--- src/design/sha256_pkg.sv ---
// ----------------------------------------------------------------------------
// SHA-256 shared definitions
// Round constants, initial chaining values and round helper functions.
// ----------------------------------------------------------------------------
package sha256_pkg;

  localparam int BlockBytes = 64;
  localparam int FillW      = $clog2(BlockBytes);
  localparam int TotalW     = 61;
  localparam int QDepth     = 2;

  localparam logic [7:0] PadByte = 8'h80;

  typedef struct packed {
    logic [7:0] data_byte;
    logic       byte_present;
    logic       end_of_message;
  } in_item_t;

  typedef struct packed {
    logic [31:0] digest_word;
    logic [2:0]  word_index;
    logic        last_word;
  } out_item_t;

  // front-to-back request: one 512-bit block to compress
  typedef struct packed {
    logic [511:0] block;
    logic         final_blk;
  } blk_req_t;

  function automatic logic [31:0] round_k(input logic [5:0] i);
    logic [31:0] k;
    case (i)
      6'd0:  k = 32'h428a2f98; 6'd1:  k = 32'h71374491; 6'd2:  k = 32'hb5c0fbcf;
      6'd3:  k = 32'he9b5dba5; 6'd4:  k = 32'h3956c25b; 6'd5:  k = 32'h59f111f1;
      6'd6:  k = 32'h923f82a4; 6'd7:  k = 32'hab1c5ed5; 6'd8:  k = 32'hd807aa98;
      6'd9:  k = 32'h12835b01; 6'd10: k = 32'h243185be; 6'd11: k = 32'h550c7dc3;
      6'd12: k = 32'h72be5d74; 6'd13: k = 32'h80deb1fe; 6'd14: k = 32'h9bdc06a7;
      6'd15: k = 32'hc19bf174; 6'd16: k = 32'he49b69c1; 6'd17: k = 32'hefbe4786;
      6'd18: k = 32'h0fc19dc6; 6'd19: k = 32'h240ca1cc; 6'd20: k = 32'h2de92c6f;
      6'd21: k = 32'h4a7484aa; 6'd22: k = 32'h5cb0a9dc; 6'd23: k = 32'h76f988da;
      6'd24: k = 32'h983e5152; 6'd25: k = 32'ha831c66d; 6'd26: k = 32'hb00327c8;
      6'd27: k = 32'hbf597fc7; 6'd28: k = 32'hc6e00bf3; 6'd29: k = 32'hd5a79147;
      6'd30: k = 32'h06ca6351; 6'd31: k = 32'h14292967; 6'd32: k = 32'h27b70a85;
      6'd33: k = 32'h2e1b2138; 6'd34: k = 32'h4d2c6dfc; 6'd35: k = 32'h53380d13;
      6'd36: k = 32'h650a7354; 6'd37: k = 32'h766a0abb; 6'd38: k = 32'h81c2c92e;
      6'd39: k = 32'h92722c85; 6'd40: k = 32'ha2bfe8a1; 6'd41: k = 32'ha81a664b;
      6'd42: k = 32'hc24b8b70; 6'd43: k = 32'hc76c51a3; 6'd44: k = 32'hd192e819;
      6'd45: k = 32'hd6990624; 6'd46: k = 32'hf40e3585; 6'd47: k = 32'h106aa070;
      6'd48: k = 32'h19a4c116; 6'd49: k = 32'h1e376c08; 6'd50: k = 32'h2748774c;
      6'd51: k = 32'h34b0bcb5; 6'd52: k = 32'h391c0cb3; 6'd53: k = 32'h4ed8aa4a;
      6'd54: k = 32'h5b9cca4f; 6'd55: k = 32'h682e6ff3; 6'd56: k = 32'h748f82ee;
      6'd57: k = 32'h78a5636f; 6'd58: k = 32'h84c87814; 6'd59: k = 32'h8cc70208;
      6'd60: k = 32'h90befffa; 6'd61: k = 32'ha4506ceb; 6'd62: k = 32'hbef9a3f7;
      6'd63: k = 32'hc67178f2;
      default: k = 32'h0;
    endcase
    return k;
  endfunction

  function automatic logic [31:0] init_h(input logic [2:0] i);
    logic [31:0] h;
    case (i)
      3'd0: h = 32'h6a09e667; 3'd1: h = 32'hbb67ae85;
      3'd2: h = 32'h3c6ef372; 3'd3: h = 32'ha54ff53a;
      3'd4: h = 32'h510e527f; 3'd5: h = 32'h9b05688c;
      3'd6: h = 32'h1f83d9ab; 3'd7: h = 32'h5be0cd19;
      default: h = 32'h0;
    endcase
    return h;
  endfunction

  function automatic logic [31:0] rotr(input logic [31:0] x, input int n);
    return (x >> n) | (x << (32 - n));
  endfunction

endpackage

--- src/design/sha256_if.sv ---


interface sha256_out_if import sha256_pkg::*; ();
  logic      valid;
  logic      ready;
  out_item_t data;
  modport source (output valid, output data, input ready);
  modport sink (input valid, input data, output ready);
endinterface

--- src/design/sha256_back.sv ---
// ----------------------------------------------------------------------------
// SHA-256 back end
// Runs one compression round a cycle and emits digest words.
// ----------------------------------------------------------------------------
module sha256_back import sha256_pkg::*; (
  input  logic        clk,
  input  logic        rst_n,
  input  logic        req_valid,
  output logic        req_ready,
  input  blk_req_t    req,
  sha256_out_if.source out_ch
);

  typedef enum logic [3:0] {
    B_IDLE = 4'b0001,
    B_RUN  = 4'b0010,
    B_ADD  = 4'b0100,
    B_OUT  = 4'b1000
  } bstate_t;

  bstate_t      st_r;
  logic [31:0]  h_r [8];
  logic [31:0]  v_r [8];
  logic [31:0]  w_r [16];
  logic [5:0]   rnd_r;
  logic         fin_r;
  logic [2:0]   oi_r;
  logic [31:0]  t1, t2, s0, s1, wn;

  assign req_ready = (st_r == B_IDLE);
  assign out_ch.valid = (st_r == B_OUT);
  assign out_ch.data.digest_word = h_r[oi_r];
  assign out_ch.data.word_index = oi_r;
  assign out_ch.data.last_word = (oi_r == 3'd7);

  always_comb begin
    s0 = rotr(w_r[1], 7) ^ rotr(w_r[1], 18) ^ (w_r[1] >> 3);
    s1 = rotr(w_r[14], 17) ^ rotr(w_r[14], 19) ^ (w_r[14] >> 10);
    wn = s1 + w_r[9] + s0 + w_r[0];
    t1 = v_r[7] + (rotr(v_r[4], 6) ^ rotr(v_r[4], 11) ^ rotr(v_r[4], 25))
       + ((v_r[4] & v_r[5]) ^ (~v_r[4] & v_r[6])) + round_k(rnd_r) + w_r[0];
    t2 = (rotr(v_r[0], 2) ^ rotr(v_r[0], 13) ^ rotr(v_r[0], 22))
       + ((v_r[0] & v_r[1]) ^ (v_r[0] & v_r[2]) ^ (v_r[1] & v_r[2]));
  end

  always_ff @(posedge clk) begin
    if (!rst_n) begin
      st_r <= B_IDLE;
      rnd_r <= '0;
      oi_r <= '0;
      for (int i = 0; i < 8; i++) h_r[i] <= init_h(3'(i));
    end else begin
      case (st_r)
        B_IDLE: begin
          if (req_valid) begin
            for (int i = 0; i < 16; i++) w_r[i] <= req.block[511-32*i -: 32];
            for (int i = 0; i < 8; i++) v_r[i] <= h_r[i];
            fin_r <= req.final_blk;
            rnd_r <= '0;
            st_r <= B_RUN;
          end
        end
        B_RUN: begin
          for (int i = 0; i < 15; i++) w_r[i] <= w_r[i+1];
          w_r[15] <= wn;
          v_r[0] <= t1 + t2;
          v_r[1] <= v_r[0];
          v_r[2] <= v_r[1];
          v_r[3] <= v_r[2];
          v_r[4] <= v_r[3] + t1;
          v_r[5] <= v_r[4];
          v_r[6] <= v_r[5];
          v_r[7] <= v_r[6];
          rnd_r <= rnd_r + 1'b1;
          if (rnd_r == 6'd63) st_r <= B_ADD;
        end
        B_ADD: begin
          for (int i = 0; i < 8; i++) h_r[i] <= h_r[i] + v_r[i];
          oi_r <= '0;
          st_r <= fin_r ? B_OUT : B_IDLE;
        end
        B_OUT: begin
          if (out_ch.ready) begin
            oi_r <= oi_r + 1'b1;
            if (oi_r == 3'd7) begin
              for (int i = 0; i < 8; i++) h_r[i] <= init_h(3'(i));
              st_r <= B_IDLE;
            end
          end
        end
        default: st_r <= B_IDLE;
      endcase
    end
  end

endmodule

--- src/flat_wrapper.sv ---
// flat-port wrapper written by rule: the top's interface ports become plain ports
module sha256_back_flat import sha256_pkg::*;
  (clk, rst_n, req_valid, req_ready, req, out_ch_valid, out_ch_data, out_ch_ready);
  sha256_out_if out_ch_i ();
  input  logic clk;
  input  logic rst_n;
  input  logic req_valid;
  output logic req_ready;
  input  blk_req_t req;
  output wire logic [$bits(out_ch_i.valid)-1:0] out_ch_valid;
  output wire logic [$bits(out_ch_i.data)-1:0] out_ch_data;
  input wire logic [$bits(out_ch_i.ready)-1:0] out_ch_ready;
  assign out_ch_valid = out_ch_i.valid;
  assign out_ch_data = out_ch_i.data;
  assign out_ch_i.ready = out_ch_ready;
  sha256_back u_core (.clk(clk), .rst_n(rst_n), .req_valid(req_valid), .req_ready(req_ready), .req(req), .out_ch(out_ch_i));
endmodule
--- config.mk ---
export PLATFORM = sky130hd
export DESIGN_NAME = sha256_back_flat
export DESIGN_NICKNAME = d
export VERILOG_FILES = /design/src/design/sha256_pkg.sv /design/src/design/sha256_if.sv /design/src/design/sha256_back.sv /design/src/flat_wrapper.sv
export SDC_FILE = /design/constraint.sdc
export NUM_CORES = 2
export LEC_CHECK = 0
export BUFFER_PORTS_ARGS = -buffer_cell sky130_fd_sc_hd__buf_2
export CAP_MARGIN = 20
export CORE_MARGIN = 4
export CORE_UTILIZATION = 45
export CTS_CLUSTER_SIZE = 28
export DETAILED_ROUTE_END_ITERATION = 7
export PLACE_DENSITY = 0.62
export SLEW_MARGIN = 20
export SYNTH_ARGS = -nofsm -noshare
export SYNTH_HDL_FRONTEND = slang
export SYNTH_SLANG_ARGS = --single-unit
--- constraint.sdc ---
create_clock -name clk -period 48.8 [get_ports clk]
set_input_delay 9.76 -clock clk [delete_from_list [all_inputs] [get_ports clk]]
set_output_delay 9.76 -clock clk [all_outputs]
set_load 0.005 [all_outputs]
# Yosys cells after proc, flatten, opt, wreduce, memory -nomap -nowiden
# Memory sizes are Yosys's and may differ from the RTL's. A register that Yosys moved wholly into a read port is not among the register bits.
# Index checks and enable logic that the tools add are counted.
# Widths: inputs -> output; s select.
op_classes:
  n_reduce_logical: 6
  shifts: 0
  n_eq_ne: 10
  mul: 0
  n_addsub: 20
  n_bitwise: 67
  div_mod_pow: 0
  order_cmp: 0
  muxes: 110
ops:
  columns: ["op", "n"]
  rows:
  - ["$mux 32", 80]
  - ["$add 32x32->32", 18]
  - ["$xor 32x32->32", 9]
  - ["$and 32x32->32", 5]
  - ["$or 1x1->1", 40]
  - ["$not 32->32", 1]
  - ["$or 10x32->32", 1]
  - ["$or 13x32->32", 1]
  - ["$or 14x32->32", 1]
  - ["$or 15x32->32", 1]
  - ["$or 19x32->32", 1]
  - ["$or 21x32->32", 1]
  - ["$or 25x32->32", 1]
  - ["$or 26x32->32", 1]
  - ["$or 30x32->32", 1]
  - ["$or 7x32->32", 1]
  - ["$xor 32x22->32", 1]
  - ["$xor 32x29->32", 1]
  - ["$mux 4", 5]
  - ["$mux 6", 3]
  - ["$mux 1", 16]
  - ["$pmux 4 s4", 1]
  - ["$pmux 6 s2", 1]
  - ["$mux 3", 3]
  - ["other kinds (15)", 19]
word_totals:
  output_inout_bits: 38
  elab_cells: 221
  mem_bits_ro: 2048
  register_bits: 14
  mem_bits_rw: 1024
  memories: 4
  latchBits: 0
  in_bits: 517
memory_table:
  columns: ["name", "depth", "word_bits", "rd", "rd_ports_with_merged_regs", "wr", "line", "source"]
  rows:
  - ["(no name shown)", 64, 32, 1, 1, 0, "sha256_pkg.sv:34", "case (i)"]
  - ["u_core.w_r", 16, 32, 16, 0, 16, "sha256_back.sv:24", "logic [31:0] w_r [16];"]
  - ["u_core.h_r", 8, 32, 9, 1, 8, "sha256_back.sv:22", "logic [31:0] h_r [8];"]
  - ["u_core.v_r", 8, 32, 8, 0, 8, "sha256_back.sv:23", "logic [31:0] v_r [8];"]

# Depth between registers and ports, before layout
depth:
  ltp_word: 9
  ltp_mapped: 35
  mapped_depth_nobuf: 34

# Least setup slack after synthesis
# Ideal clock, no wire load.
synth_path:
  path_kind: "input to register"
  start: "input rst_n"
  end: "memory u_core.v_r[0][0], enable pin"
  t_arrival_ns: 42.191
  setup_time_ns: 1.923
  path_slack_ns: 4.686
  cell_stages: 4
  t_required_ns: 46.877
  path_buffers: 2
  cell_sequence: "clkbuf_1 -> clkinv_1 -> clkbuf_1 -> nor2_1"
synth_lines:
  columns: ["item", "line", "source"]
  rows:
  - ["start, declared", "flat_wrapper.sv:6", "input logic rst_n;"]
  - ["end, declared", "sha256_back.sv:23", null]

==> results.yml <==
critical_path:
  cp.required_ns: 49.32
  critPathArrivalTime_ns: 14.63
  slowest_stage: "buf_4"
  cp_cell_sequence: "buf_2 > buf_4 > nand2_4 > buf_4 > buf_4 > buf_4 > buf_4 > mux2_2"
  worstSetupEndpointType: "flop"
  cp_max_fo: 75
  r2r-end: "u_core.v_r[0][29]$_DFFE_PP_"
  r2r_slack_ns: 40.03
  critPathTopFamily: "buffers and inverters"
  cp_common_cell: "buf_4"
  path_class: "primary input to flop"
  crit_buf_inv: 6
  max_stage_delay_ns: 0.89
  startpoint_type: "primary input"
  timing.rr.start: "u_core.v_r[0][155]$_DFFE_PP_"
  ff2ff_path_depth: 34
die:
  start_util: 0.455
  fp.dieW_um: 406
  coreArea_um2: 157000
  ios: 555
  dieArea_um2: 165000
  die_h_um: 406
  row_count: 145
cts:
  clk_pin_slew_worst_paths_ns: 0.06
  cts.path.max_buffers: 3
  cts_hold_buffers: 0
  cts_resized: 0
  clockRootBuffer: "clkbuf_16"
  numCtsBuffers: 130
  clk_latency_ns: 0.79
  htree_levels: 4
  clock-sinks: 1073
  cts_tree: "done"
  cts_setup_buffers: 0
timing:
  rsz0062_at_grt: "false"
  layout_worst_path_cycle_share: 0.289
  max-slew-margin-rel: 0.0703
  finalSetupViolCount: 0
  tightest_slew_ns: 1.39
  clock_skew_ns: 0.0336
  max_freq_mhz: 70.9
  slew_viol_final: 0
  timing_hold_violations_final: 0
  post-route-min-period_ns: 14.11
  setup-tns-final_ns: 0
yosys:
  netlist.area_leader.share: 0.377
  synth_area_leaders: "edfxtp_1, mux2_2, ha_1"
  synthFlopType: "edfxtp_1"
  synth_area_um2: 71400
  ys_types: 101
  async_flop_share: 0
  syn_area_per_cell_um2: 10.5
  seq_area_frac_synth: 0.426
  ys_ff_latch: 1073
  yosys.area.top_type: "edfxtp_1"
  ys_warn_count: 0
  synth_fp_nets: 7923
  synth_edf_count: 897
  synth_cells: 6820
power:
  power_mw: 5.51
  powerDensity_nw_per_um2: 68.6
  leakagePower_nw: 31.4
  vdd_drop_max_mv: 0.0682
run:
  drv_cap: 0
finish:
  final_nets: 8343
  syn_to_final_growth_pct: 12.4
  layout_common_cells: "nand2_1, edfxtp_1, buf_2, mux2_2, a21oi_1"
  layout-drive-gt1-share: 0.194
  layout_commonest_cell: "nand2_1"
  stdcell_count: 9419
  final_util: 0.511
worst_hold_path:
  hp-class: "flop to flop"
  hold_path_depth: 2
  whs_endpoint: "u_core.h_r[5][6]$_SDFFE_PP0P_"
  hp-start: "u_core.h_r[5][6]$_SDFFE_PP0P_"
placed_design:
  dp.cells: 9166
  routabilityCongestion: 0.966
  place.port_buffers: 554
  hpwlAfterDp_um: 193000
global_route:
  use_met2: 0.464
  grt_use_met1: 0.429
  grt.busiest_layer: "met2"
  grt_max_degree: 193
  antenna_found_initial: 48
  grt_usage: 0.297
  met3_usage: 0.0455
  grt_pass1_wl_um: 361000
  grt_pass1_vias: 53500
  grt_remaining_overflow: 0
drt:
  via_per_inst: 5.96
  drc: 0
  dr_total_vias: 56200
  ant_nets: 0
  drt-initial-drc-count: 6369
  wl_per_cell_um: 26.8
  wl_um: 253000
  drt_first_pass_iters: 5
status:
  run_status: "finished clean"
final cells by class:
type	count	area, um2
fillers	13900	76700
multi-input cells	5094	38600
flip-flops and latches	1073	30500
clock buffers	174	3550
repair buffers	616	3260
well taps	2058	2570
inverters	325	1230
clock inverters	60	518
diodes	19	47.5
registers in the layout, summed over array words and instances, names as in the netlist, named ones only:
signal and cells:
u_core.w_r 512, u_core.h_r 256, u_core.v_r 256, u_core.rnd_r 6, u_core.st_r 4, u_core.oi_r 3, u_core.fin_r 1
power by group:
| group | leakage [nW] | internal (mW) | total (mW) | switching (mW) |
|---|---|---|---|---|
| clock | 1.97 | 0.541 | 0.950 | 0.409 |
| sequential | 9.34 | 1.13 | 1.22 | 0.0848 |
| combinational | 20.1 | 1.35 | 3.34 | 1.99 |
| total | 31.4 | 3.02 | 5.51 | 2.49 |
cell usage after synthesis, types with 49 or more instances:
library cell	number
nand2_1	1105
edfxtp_1	897
mux2_2	485
a21oi_1	411
ha_1	391
o21ai_0	363
xnor2_1	347
inv_1	321
nor2_1	317
clkbuf_1	282
xor2_1	199
fa_1	195
dfxtp_1	176
a21o_1	148
nand3_1	106
nor3_1	106
mux4_2	64
nand2b_1	64
a211oi_1	61
o21a_1	52
nor2b_1	49
per-layer routing:
layer	part of all wire	vias up
met1	0.43	27900
met4	0.030	12
met2	0.46	2505
met3	0.084	407
met5	0.00030	-
li1	-	25400
worst max-delay path by stage:
stage                      from                           to  slack [ns]  cells past startpoint
after detailed placement  rst_n  u_core.w_r[7][25]$_DFFE_PP_       33.95                      8
after CTS                 rst_n  u_core.w_r[7][25]$_DFFE_PP_       34.79                      8
after floorplan           rst_n   u_core.v_r[0][0]$_DFFE_PP_        4.69                      4
after global placement    rst_n  u_core.w_r[7][16]$_DFFE_PP_       34.00                      8
final                     rst_n  u_core.w_r[7][25]$_DFFE_PP_       34.69                      8
after global routing      rst_n  u_core.w_r[7][25]$_DFFE_PP_       34.56                      8
per-stage QoR:
step                setup slack (ns)  hold slack (ns)  instance area (um2)
floorplan                       4.69            0.456                71400
global placement               34.00            0.474                76100
detailed placement             33.95            0.487                76100
CTS                            34.79            0.493                80200
global route                   34.56            0.519                80200
finish                         34.69            0.499                80300
worst reg2reg max path, delay by kind of cell, from the launching register on:
| family | cells | cell delay (ns) |
|---|---|---|
| adder cells (fa/ha/maj) | 6 | 2.65 |
| flip-flops | 1 | 0.70 |
| buffers and inverters | 4 | 0.20 |
| XOR/XNOR | 4 | 0.84 |
| AO/OA/AOI/OAI | 12 | 2.59 |
| AND/OR/NAND/NOR | 8 | 1.50 |
kinds of logic after synthesis:
| group | after synthesis | share of synthesized area |
|---|---|---|
| adders and majority gates | 608 | 0.126 |
| buffers and inverters | 653 | 0.0347 |
| DFF | 1073 | 0.426 |
| and+or+nand+nor | 1916 | 0.116 |
| AOI/OAI and AO/OA | 1432 | 0.127 |
| muxes | 592 | 0.103 |
| xor gates and xnor gates | 546 | 0.0670 |
Note: power is estimated with default switching activity, not from simulation.
