==> src/design/sha256_pkg.sv <==
// ----------------------------------------------------------------------------
// SHA-256 shared definitions
// Round constants, initial chaining values and round helper functions.
// ----------------------------------------------------------------------------
package sha256_pkg;

  localparam int BlockBytes = 64;
  localparam int FillW      = $clog2(BlockBytes);
  localparam int TotalW     = 61;
  localparam int QDepth     = 2;

  localparam logic [7:0] PadByte = 8'h80;

  typedef struct packed {
    logic [7:0] data_byte;
    logic       byte_present;
    logic       end_of_message;
  } in_item_t;

  typedef struct packed {
    logic [31:0] digest_word;
    logic [2:0]  word_index;
    logic        last_word;
  } out_item_t;

  // front-to-back request: one 512-bit block to compress
  typedef struct packed {
    logic [511:0] block;
    logic         final_blk;
  } blk_req_t;

  function automatic logic [31:0] round_k(input logic [5:0] i);
    logic [31:0] k;
    case (i)
      6'd0:  k = 32'h428a2f98; 6'd1:  k = 32'h71374491; 6'd2:  k = 32'hb5c0fbcf;
      6'd3:  k = 32'he9b5dba5; 6'd4:  k = 32'h3956c25b; 6'd5:  k = 32'h59f111f1;
      6'd6:  k = 32'h923f82a4; 6'd7:  k = 32'hab1c5ed5; 6'd8:  k = 32'hd807aa98;
      6'd9:  k = 32'h12835b01; 6'd10: k = 32'h243185be; 6'd11: k = 32'h550c7dc3;
      6'd12: k = 32'h72be5d74; 6'd13: k = 32'h80deb1fe; 6'd14: k = 32'h9bdc06a7;
      6'd15: k = 32'hc19bf174; 6'd16: k = 32'he49b69c1; 6'd17: k = 32'hefbe4786;
      6'd18: k = 32'h0fc19dc6; 6'd19: k = 32'h240ca1cc; 6'd20: k = 32'h2de92c6f;
      6'd21: k = 32'h4a7484aa; 6'd22: k = 32'h5cb0a9dc; 6'd23: k = 32'h76f988da;
      6'd24: k = 32'h983e5152; 6'd25: k = 32'ha831c66d; 6'd26: k = 32'hb00327c8;
      6'd27: k = 32'hbf597fc7; 6'd28: k = 32'hc6e00bf3; 6'd29: k = 32'hd5a79147;
      6'd30: k = 32'h06ca6351; 6'd31: k = 32'h14292967; 6'd32: k = 32'h27b70a85;
      6'd33: k = 32'h2e1b2138; 6'd34: k = 32'h4d2c6dfc; 6'd35: k = 32'h53380d13;
      6'd36: k = 32'h650a7354; 6'd37: k = 32'h766a0abb; 6'd38: k = 32'h81c2c92e;
      6'd39: k = 32'h92722c85; 6'd40: k = 32'ha2bfe8a1; 6'd41: k = 32'ha81a664b;
      6'd42: k = 32'hc24b8b70; 6'd43: k = 32'hc76c51a3; 6'd44: k = 32'hd192e819;
      6'd45: k = 32'hd6990624; 6'd46: k = 32'hf40e3585; 6'd47: k = 32'h106aa070;
      6'd48: k = 32'h19a4c116; 6'd49: k = 32'h1e376c08; 6'd50: k = 32'h2748774c;
      6'd51: k = 32'h34b0bcb5; 6'd52: k = 32'h391c0cb3; 6'd53: k = 32'h4ed8aa4a;
      6'd54: k = 32'h5b9cca4f; 6'd55: k = 32'h682e6ff3; 6'd56: k = 32'h748f82ee;
      6'd57: k = 32'h78a5636f; 6'd58: k = 32'h84c87814; 6'd59: k = 32'h8cc70208;
      6'd60: k = 32'h90befffa; 6'd61: k = 32'ha4506ceb; 6'd62: k = 32'hbef9a3f7;
      6'd63: k = 32'hc67178f2;
      default: k = 32'h0;
    endcase
    return k;
  endfunction

  function automatic logic [31:0] init_h(input logic [2:0] i);
    logic [31:0] h;
    case (i)
      3'd0: h = 32'h6a09e667; 3'd1: h = 32'hbb67ae85;
      3'd2: h = 32'h3c6ef372; 3'd3: h = 32'ha54ff53a;
      3'd4: h = 32'h510e527f; 3'd5: h = 32'h9b05688c;
      3'd6: h = 32'h1f83d9ab; 3'd7: h = 32'h5be0cd19;
      default: h = 32'h0;
    endcase
    return h;
  endfunction

  function automatic logic [31:0] rotr(input logic [31:0] x, input int n);
    return (x >> n) | (x << (32 - n));
  endfunction

endpackage

==> src/design/sha256_queue.sv <==
// ----------------------------------------------------------------------------
// SHA-256 block queue
// Two-entry queue of block requests between front and back ends.
// ----------------------------------------------------------------------------
module sha256_queue import sha256_pkg::*; (
  input  logic     clk,
  input  logic     rst_n,
  input  logic     wr_valid,
  output logic     wr_ready,
  input  blk_req_t wr_data,
  output logic     rd_valid,
  input  logic     rd_ready,
  output blk_req_t rd_data
);

  blk_req_t             mem_r [QDepth];
  logic [$clog2(QDepth)-1:0] wp_r, rp_r;
  logic [$clog2(QDepth):0]   cnt_r;
  logic                 wr, rd;

  assign wr_ready = cnt_r != ($clog2(QDepth)+1)'(QDepth);
  assign rd_valid = cnt_r != '0;
  assign rd_data = mem_r[rp_r];
  assign wr = wr_valid && wr_ready;
  assign rd = rd_valid && rd_ready;

  always_ff @(posedge clk) begin
    if (!rst_n) begin
      wp_r <= '0;
      rp_r <= '0;
      cnt_r <= '0;
    end else begin
      if (wr) wp_r <= wp_r + 1'b1;
      if (rd) rp_r <= rp_r + 1'b1;
      cnt_r <= cnt_r + {{$clog2(QDepth){1'b0}}, wr} - {{$clog2(QDepth){1'b0}}, rd};
    end
    if (wr) mem_r[wp_r] <= wr_data;
  end

endmodule

==> config.mk <==
export PLATFORM = sky130hd
export DESIGN_NAME = sha256_queue
export DESIGN_NICKNAME = d
export VERILOG_FILES = /design/src/design/sha256_pkg.sv /design/src/design/sha256_queue.sv
export SDC_FILE = /design/constraint.sdc
export NUM_CORES = 1
export LEC_CHECK = 0
export BUFFER_PORTS_ARGS = -buffer_cell sky130_fd_sc_hd__buf_2
export CAP_MARGIN = 20
export CORE_AREA = 3 3 396 398
export DETAILED_ROUTE_END_ITERATION = 16
export DIE_AREA = 0 0 399 401
export PLACE_DENSITY = 0.54
export SKIP_LAST_GASP = 1
export SYNTH_ARGS = -nofsm -noshare
export SYNTH_HDL_FRONTEND = slang
export SYNTH_SLANG_ARGS = --single-unit
==> constraint.sdc <==
create_clock -name clk -period 39.6 [get_ports clk]
set_input_delay 1.98 -clock clk [delete_from_list [all_inputs] [get_ports clk]]
set_output_delay 1.98 -clock clk [all_outputs]
set_load 0.1 [all_outputs]
# Word-level counts from Yosys, hierarchy flattened
# Memory sizes are Yosys's and may differ from the RTL's. A register that Yosys moved wholly into a read port is not among the register bits.
# Cells that the tools add are included.
[totals]
regBits = 4
latch_bits = 0
ramBits = 1026
rom_bits = 0
input_bits = 517
out_inout_bits = 515
word_cells = 16
mem_count = 1
[classes]
add_sub_neg = 4
mul = 0
div = 0
n_lt_le_gt_ge = 0
n_eq_ne = 1
shifts = 0
muxes = 4
bitwise_logic = 0
n_reduce_logical = 3
[memory_table]
columns = ["memory", "words", "word_bits", "read_ports", "rd_ports_with_merged_regs", "write_ports", "line_no", "text"]
rows = [
  ["mem_r", 2, 513, 1, 1, 1, "sha256_queue.sv:16", "blk_req_t mem_r [QDepth];"],
]
[ops]
columns = ["cell", "n"]
rows = [
  ["1-bit 2-to-1 mux", 4],
  ["1-bit adder, second input constant", 2],
  ["2-bit by 1-bit adder with 2-bit output", 1],
  ["1-bit logical AND", 2],
  ["2-bit inequality test, second input constant", 1],
  ["2-bit nonzero test", 1],
  ["2-bit by 1-bit subtractor with 2-bit output", 1],
]

# Longest topological paths before layout
# Gate-level depths: netlist (run 1).
[logic_depth]
depth_word = 4
ltp_mapped = 6
depth_no_buf = 6

# Worst setup path before layout (run 1)
# No wires, ideal clock.
[synth_timing]
path_type = "in2reg"
startpoint = "input wr_valid"
endpoint = "memory mem_r[1][0] in the netlist's numbering, enable pin"
setup_ps = 948
t_arrival_ps = 13652
t_required_ps = 38652
path_slack_ps = 25000
stages = 1
path_buffers = 0
path_cell_list = "and3_1"
[synth_between]
elab_chain_len = 3
[synth_rtl]
columns = ["item", "line_no", "text"]
rows = [
  ["start, declared", "sha256_queue.sv:8", "input logic wr_valid,"],
  ["1-bit logical AND", "sha256_queue.sv:24", "assign wr = wr_valid && wr_ready;"],
  ["1-bit 2-to-1 mux", "sha256_queue.sv:37", "if (wr) mem_r[wp_r] <= wr_data;"],
  ["1-bit 2-to-1 mux (not written as such)", "sha256_queue.sv:37", ""],
  ["end, declared", "sha256_queue.sv:16", ""],
]
# Every way passes these cells.

==> results by group, run 1 <==
Status
  – Status: completed

Final layout
  – Most frequent cells in the layout: buf_2, edfxtp_1, mux2_2
  – Area Overhead vs Synth: 28.9%
  – Share of cells above drive strength 1: 0.609
  – Final instance area: around 48000 um2
  – Layout Nets: approximately 3200
  – Fin util: 0.314
  – Non-Filler Instances: 4895
  – # fillers: 15200
  – Commonest non-fill, non-tap cell in the layout: buf_2

Setup path
  – Worst EP required: 37.62 ns
  – Bufs and invs on worst path: 5
  – Worst Setup End Kind: output port
  – Worst Path Max Fanout: 67
  – Crit Path Class: flip-flop to output port
  – CP top delay family: buffers and inverters
  – CP cell instances: buf_4 > buf_4 > buf_4 > buf_4 > mux2_2 > buf_2
  – CP peak stage delay: roughly 0.9 ns
  – CP max-delay cell: dfxtp_4
  – Crit-path most repeated cell: buf_4
  – CP Data Arrival Time: between 5 and 6 ns
  – Setup crit start kind: flip-flop

Synth
  – Seq/Total Area, Yosys: 0.825
  – Number of synthesized register bits: 1031
  – Mapped Nets: around 2100
  – Synthesized instance count: 1625
  – Mapped cell area: 37500 um2
  – Synthesized area per cell: approximately 23 um2
  – Netlist cell types: 23
  – Syn. warnings: 0

Route
  – WL met3: 10600 um
  – Wire per inst: 22.7 um
  – Final WL: 111000 um
  – Detail Route met2 WL: 55300 um
  – Vias per cell: 4.09
  – # DRC: 0
  – Wl on met1: 41000 um
  – Initial DRC Count: 1158
  – Routed vias: 20000
  – Drt first pass iters: 6
  – Routed Antenna Nets: 0
  – Top layer in use: met5

Floorplanning
  – # rows: approximately 140
  – DIE AREA: 160000 um2
  – Die extent in x: 399 um
  – Die H: ~400 um
  – Starting density of the core: 0.244
  – I/O pins: around 1000
  – CORE AREA: 154000 um2

STA
  – Setup TNS Final: 0 ns
  – RSZ-0062 raised after global routing: no
  – Slew margin rel.: 0.227
  – Clock Skew: 0.0282 ns
  – Part of the cycle the worst path needs: 0.192
  – Count of final setup violators: 0
  – Max Fclk: between 0.1 and 0.15 GHz
  – Slew @ Worst Pin: 1.16 ns
  – Min Tclk post-route: roughly 7.6 ns
  – Final Max Slew Viols: 0
  – Final Hold Viols: 0

Global route
  – Initial antenna violation count: 75
  – Number of global-route vias before repair: 20700
  – Pin count of the biggest net entering global routing: ~150
  – Global-route wire length before repair: 151000 um
  – Total congestion overflow: 0
  – Gr usage total: 0.133

Power and ir drop
  – Pleak: 17.4 nW
  – Switching share of power: 0.441
  – Part of the power in registers: 0.355
  – Power per Cell Area: 79.4 nW/um2
  – Clock power share: 0.256
  – Max IR drop VDD: just under 0.06 mV
  – Psw: 1.69 mW
  – Logic pwr share: 0.389
  – Internal power: 2.14 mW

CTS
  – Latest clock arrival within the worst-skew pair: 0.69 ns
  – CTS root buf: clkbuf_16
  – CTS H-tree lvls: 3
  – Clk sink count: 1031
  – Hold buffers post-CTS: 0
  – Worst-case clock buffer depth: 3
  – Num CTS Buffers: 109
  – CTS tree: built
  – Postcts setup bufs: 0
  – Clk slew on worst S/H paths: 0.06 ns
  – Post-CTS sizing: 0

Placed design
  – Port Buffers: 1031
  – Final GP Congestion: just over 0.8
  – DP Area: 44800 um2
  – Post-DP HPWL: 81800 um
  – Placed Cells: ~4700

Worst hold path
  – Hold Crit Class: flip-flop to flip-flop

Job
  – Max Cap Violations: 0
metal layers:
layer  track usage  vias to the layer above
li1              -                     8787
met2         0.224                      897
met1         0.145                    10100
met5             0                        -
met3        0.0567                      238
met4        0.0564                       26
layout make-up:
cell class,count,area (um2),share of cell area
Inverter,1,11.3,0.000233
Antenna cell,28,70.1,0.00145
Clock inverter,69,609,0.0126
Tap cell,2044,2560,0.0529
Multi-Input combinational cell,536,5940,0.123
Timing Repair Buffer,1049,5330,0.110
Clock buffer,137,2880,0.0595
Sequential cell,1031,30900,0.640
registers in the layout, indices dropped and copies added (netlist names), named ones only:
signal	flops
mem_r	1026
wp_r	1
rp_r	1
cnt_r	2
logic make-up after synthesis:
family	share of synthesized area
muxes	0.154
adders and majority gates	0.000334
xor gates and xnor gates	0.000234
DFF	0.825
buffers and inverters	0.0166
and+or+nand+nor	0.00197
AOI/OAI and AO/OA	0.00144
worst paths after layout:
| check | from | endpoint | slack (ns) | cells after the start |
|---|---|---|---|---|
| worst max-delay path | flip-flop | rd_data[423] | 31.98 | 6 |
| worst min-delay path | rp_r | flip-flop | 0.59 | 2 |
| worst max register to register | cnt_r[0] | mem_r[0][353] | 34.30 | 7 |
| worst min register to register | rp_r | flip-flop | 0.59 | 2 |
Yosys cell counts:
master | n | area [um2]
edfxtp_1 | 1026 | 30800
mux2_2 | 513 | 5780
buf_6 | 53 | 597
dfxtp_1 | 5 | 100
buf_2 | 4 | 20.0
and2_1 | 3 | 18.8
a21bo_2 | 2 | 20.0
nand2b_1 | 2 | 12.5
nor2_1 | 2 | 7.51
o21ai_0 | 2 | 10.0
a211oi_1 | 1 | 7.51
a21boi_0 | 1 | 7.51
a32oi_1 | 1 | 8.76
and3_1 | 1 | 6.26
ha_1 | 1 | 12.5
inv_1 | 1 | 3.75
mux2i_1 | 1 | 10.0
nand2_1 | 1 | 3.75
nand3_1 | 1 | 5.00
nand3b_1 | 1 | 7.51
nor2b_1 | 1 | 6.26
or2_2 | 1 | 6.26
xnor2_1 | 1 | 8.76
power by group through the flow:
stage | registers [mW] | logic [mW] | clock network, mW
floorplan | 1.43 | 1.29 | 0
global placement | 1.38 | 1.50 | 0
detailed placement | 1.38 | 1.50 | 0
CTS | 1.36 | 1.51 | 1.02
global route | 1.37 | 1.53 | 1.06
finish | 1.36 | 1.49 | 0.984
metrics by stage:
step / worst slack (ns) / hold WS, ns / power, mW
after detailed placement: 32.57 / 0.583 / 2.89
after CTS: 31.76 / 0.596 / 3.89
after global routing: 31.57 / 0.641 / 3.97
final: 31.98 / 0.590 / 3.84
after global placement: 32.67 / 0.575 / 2.88
after floorplan: 25.00 / 0.529 / 2.72
worst min-delay path: cells and delay by family (launching register included):
family | cells | cell delay, ns
xor gates and xnor gates | 1 | 0.08
DFF | 1 | 0.32
and+or+nand+nor | 1 | 0.15
(Power assumes the default switching activity.)
==> run 2: changes to the inputs <==
--- a/config.mk
+++ b/config.mk
@@ -5,12 +5,13 @@
 export SDC_FILE = /design/constraint.sdc
 export NUM_CORES = 1
 export LEC_CHECK = 0
+export ABC_AREA = 1
 export BUFFER_PORTS_ARGS = -buffer_cell sky130_fd_sc_hd__buf_2
 export CAP_MARGIN = 20
-export CORE_AREA = 3 3 396 398
+export CORE_AREA = 3 3 395 397
 export DETAILED_ROUTE_END_ITERATION = 16
-export DIE_AREA = 0 0 399 401
-export PLACE_DENSITY = 0.54
+export DIE_AREA = 0 0 398 400
+export PLACE_DENSITY = 0.56
 export SKIP_LAST_GASP = 1
 export SYNTH_ARGS = -nofsm -noshare
 export SYNTH_HDL_FRONTEND = slang
==> constraint.sdc (replaced) <==
create_clock -name clk -period 6.5 [get_ports clk]
set_input_delay 0.325 -clock clk [delete_from_list [all_inputs] [get_ports clk]]
set_output_delay 0.325 -clock clk [all_outputs]
set_load 0.1 [all_outputs]
==> results by group, run 2 <==
Synth
  – Seq/Total Area, Yosys: 0.826
  – Synthesized instance count: 1632
  – Count leader, synth: edfxtp_1
  – Synth top area cells: edfxtp_1, mux2_2, buf_6
  – Synth top area share: 0.823
  – Mapped Nets: about 2200
  – Mapped cell area: 37400 um2
  – Synthesized area per cell: between 20 and 25 um2
  – Post-synth EDFFs: 1026
  – Post-synth top cells: edfxtp_1, mux2_2, buf_6, nand2_1, nor2_1
  – Syn. warnings: 0
  – Top_reg_cell synth: edfxtp_1
  – Number of synthesized register bits: 1031
  – Netlist cell types: 12
  – Largest area contributor in the netlist: edfxtp_1
  – Post-synth ARST share: 0

Placed design
  – Post-DP HPWL: 85700 um
  – Final GP Congestion: 0.900
  – DP Area: 45000 um2
  – Port Buffers: 1031
  – Worst slack, placed: 3.56 ns

CTS
  – Worst-case clock buffer depth: 3
  – Clk sink count: 1031
  – Latest clock arrival within the worst-skew pair: 0.70 ns
  – Clk slew on worst S/H paths: 0.07 ns
  – CTS tree: built
  – CTS H-tree lvls: 3
  – CTS root buf: clkbuf_16
  – Num CTS Buffers: 110
  – Post-CTS sizing: 0

Route
  – # DRC: 0
  – Wire per inst: between 20 and 25 um
  – Vias per cell: 4.08
  – Routed Antenna Nets: 0
  – Initial DRC Count: 1220
  – Final WL: 117000 um
  – Routed vias: 22100
  – Drt first pass iters: 5

STA
  – Setup TNS Final: 0 ns
  – Part of the cycle the worst path needs: 0.573
  – Clock Skew: 0.0458 ns
  – Max Fclk: 0.269 GHz
  – RSZ-0062 raised after global routing: no
  – Final Hold Viols: 0
  – Min Tclk post-route: 3.72 ns
  – Slew @ Worst Pin: between 1 and 1.5 ns
  – Final setup margin: 2.78 ns
  – Count of final setup violators: 0
  – Slew margin rel.: 0.192
  – Final Max Slew Viols: 0

Global route
  – Pin count of the biggest net entering global routing: roughly 140
  – Busiest grt layer: met2
  – Number of global-route vias before repair: roughly 23000
  – Global-route wire length before repair: 161000 um
  – Initial antenna violation count: 37
  – Met3 capacity usage during global routing: 0.0512
  – Total congestion overflow: 0
  – Gr usage total: 0.139
  – Met1 layer usage reported by global route: 0.161
  – Met2 global-route usage: 0.233

Setup path
  – Crit Path Class: flip-flop to output port
  – CP max-delay cell: dfxtp_4
  – CP Data Arrival Time: 3.40 ns
  – Worst Setup End Kind: output port
  – Worst EP required: 6.17 ns
  – CP top delay family: buffers and inverters
  – FF-to-FF End: mem_r[0][354]
  – Worst Path Max Fanout: between 100 and 150
  – CP peak stage delay: 0.86 ns
  – Reg-to-reg setup timing slack: between 3 and 4 ns
  – Setup crit start kind: flip-flop
  – CP cell instances: buf_12 > mux2_2 > buf_2
  – Bufs and invs on worst path: 2
  – Worst R2R Path Depth: 5
  – Reg2reg start: cnt_r[1]

Floorplanning
  – Starting density of the core: 0.246
  – Die extent in x: 398 um
  – CORE AREA: around 150000 um2
  – DIE AREA: 159000 um2
  – I/O pins: 1032
  – Die H: 400 um
  – # rows: ~140

Final layout
  – Area Overhead vs Synth: 43.6%
  – Commonest non-fill, non-tap cell in the layout: buf_2
  – Largest regs: mem_r x1026, cnt_r x2
  – Final instance area: around 54000 um2
  – Largest Register: mem_r
  – Largest register FFs: 1026
  – Layout Nets: 3791
  – Most frequent cells in the layout: buf_2, edfxtp_1, dlygate4sd3_1
  – Share of cells above drive strength 1: 0.520

Power and ir drop
  – Power per Cell Area: ~500 nW/um2
  – Pleak: 19.8 nW
  – Max IR drop VDD: 0.391 mV

Job
  – Max Cap Violations: 0

Worst hold path
  – Worst hold path cell count: 6
  – Hold path start: rd_ready
  – Hold Crit Class: input port to flip-flop

Status
  – Status: completed
## run 2: cell count changes in the layout (fill, tap and decap cells not counted), moves of 6 or more
cell,before,now
clkinv_1,30,22
inv_1,0,6
buf_12,3,10
clkinv_2,20,28
buf_4,15,30
nand2_1,1,9
dlygate4sd3_1,0,515
diode_2,28,14
## run 2: cell families after synthesis
family                     share of synthesized area
and+or+nand+nor                              0.00214
AOI/OAI and AO/OA                           0.000134
muxes                                          0.154
DFF                                            0.826
buffers and inverters                         0.0172
xor gates and xnor gates                    0.000234
adders and majority gates                   0.000334
## run 2: layer usage
metal,vias up,share of wire
met5,-,0.00094
met4,16,0.037
met3,232,0.097
met2,1023,0.49
met1,11000,0.38
li1,9852,-
## run 2: what timing repair did
item / 4_1_cts / 5_1_grt
hold buffers: 515 / 0
setup buffers: 0 / 0
endpoints found under the hold margin: 1031 / 0
## run 2: final cells by class
class,instances,area [um2]
Antenna cell,14,35.0
Inverter,7,26.3
Multi-Input combinational cell,537,5930
Timing Repair Buffer,1586,10700
Clock buffer,138,2920
Sequential cell,1031,30900
Tap cell,2030,2540
Fill cell,14500,98500
Clock inverter,70,633
## run 2: report_power, final
| part | leakage (nW) | internal (mW) | switching, mW | total, mW |
|---|---|---|---|---|
| Sequential | 9.63 | 8.43 | 0.260 | 8.69 |
| Combinational | 8.41 | 2.05 | 9.31 | 11.4 |
| Clock | 1.74 | 3.48 | 2.59 | 6.07 |
| Total | 19.8 | 14.0 | 12.2 | 26.1 |
## run 2: worst max-delay path by stage
stage | depth (start not counted) | to | slack (ns)
5_1_grt | 4 | rd_data[499] | 2.64
6_report | 3 | rd_data[298] | 2.78
4_1_cts | 4 | rd_data[468] | 2.74
3_5_place_dp | 4 | rd_data[454] | 3.56
3_3_place_gp | 3 | rd_data[348] | 3.59
2_1_floorplan | 4 | mem_r[1][0] | -2.18
## run 2: tightest hold or removal path, cell delays in order
cell and delay [ns]:
buf_2 0.10, inv_1 0.04, nor2_1 0.04, buf_4 0.16, nor2_1 0.12, nor2_1 0.06
## run 2: stage by stage
stage | hold WS, ns | util | total power, mW | instances
3_5_place_dp | 0.491 | 0.296 | 20.0 | 4676
5_1_grt | 0.178 | 0.353 | 27.0 | 5410
4_1_cts | 0.102 | 0.353 | 26.4 | 5399
6_report | 0.175 | 0.353 | 26.1 | 5413
3_3_place_gp | 0.476 | 0.296 | 20.0 | 4676
2_1_floorplan | 0.418 | - | 18.3 | 1632
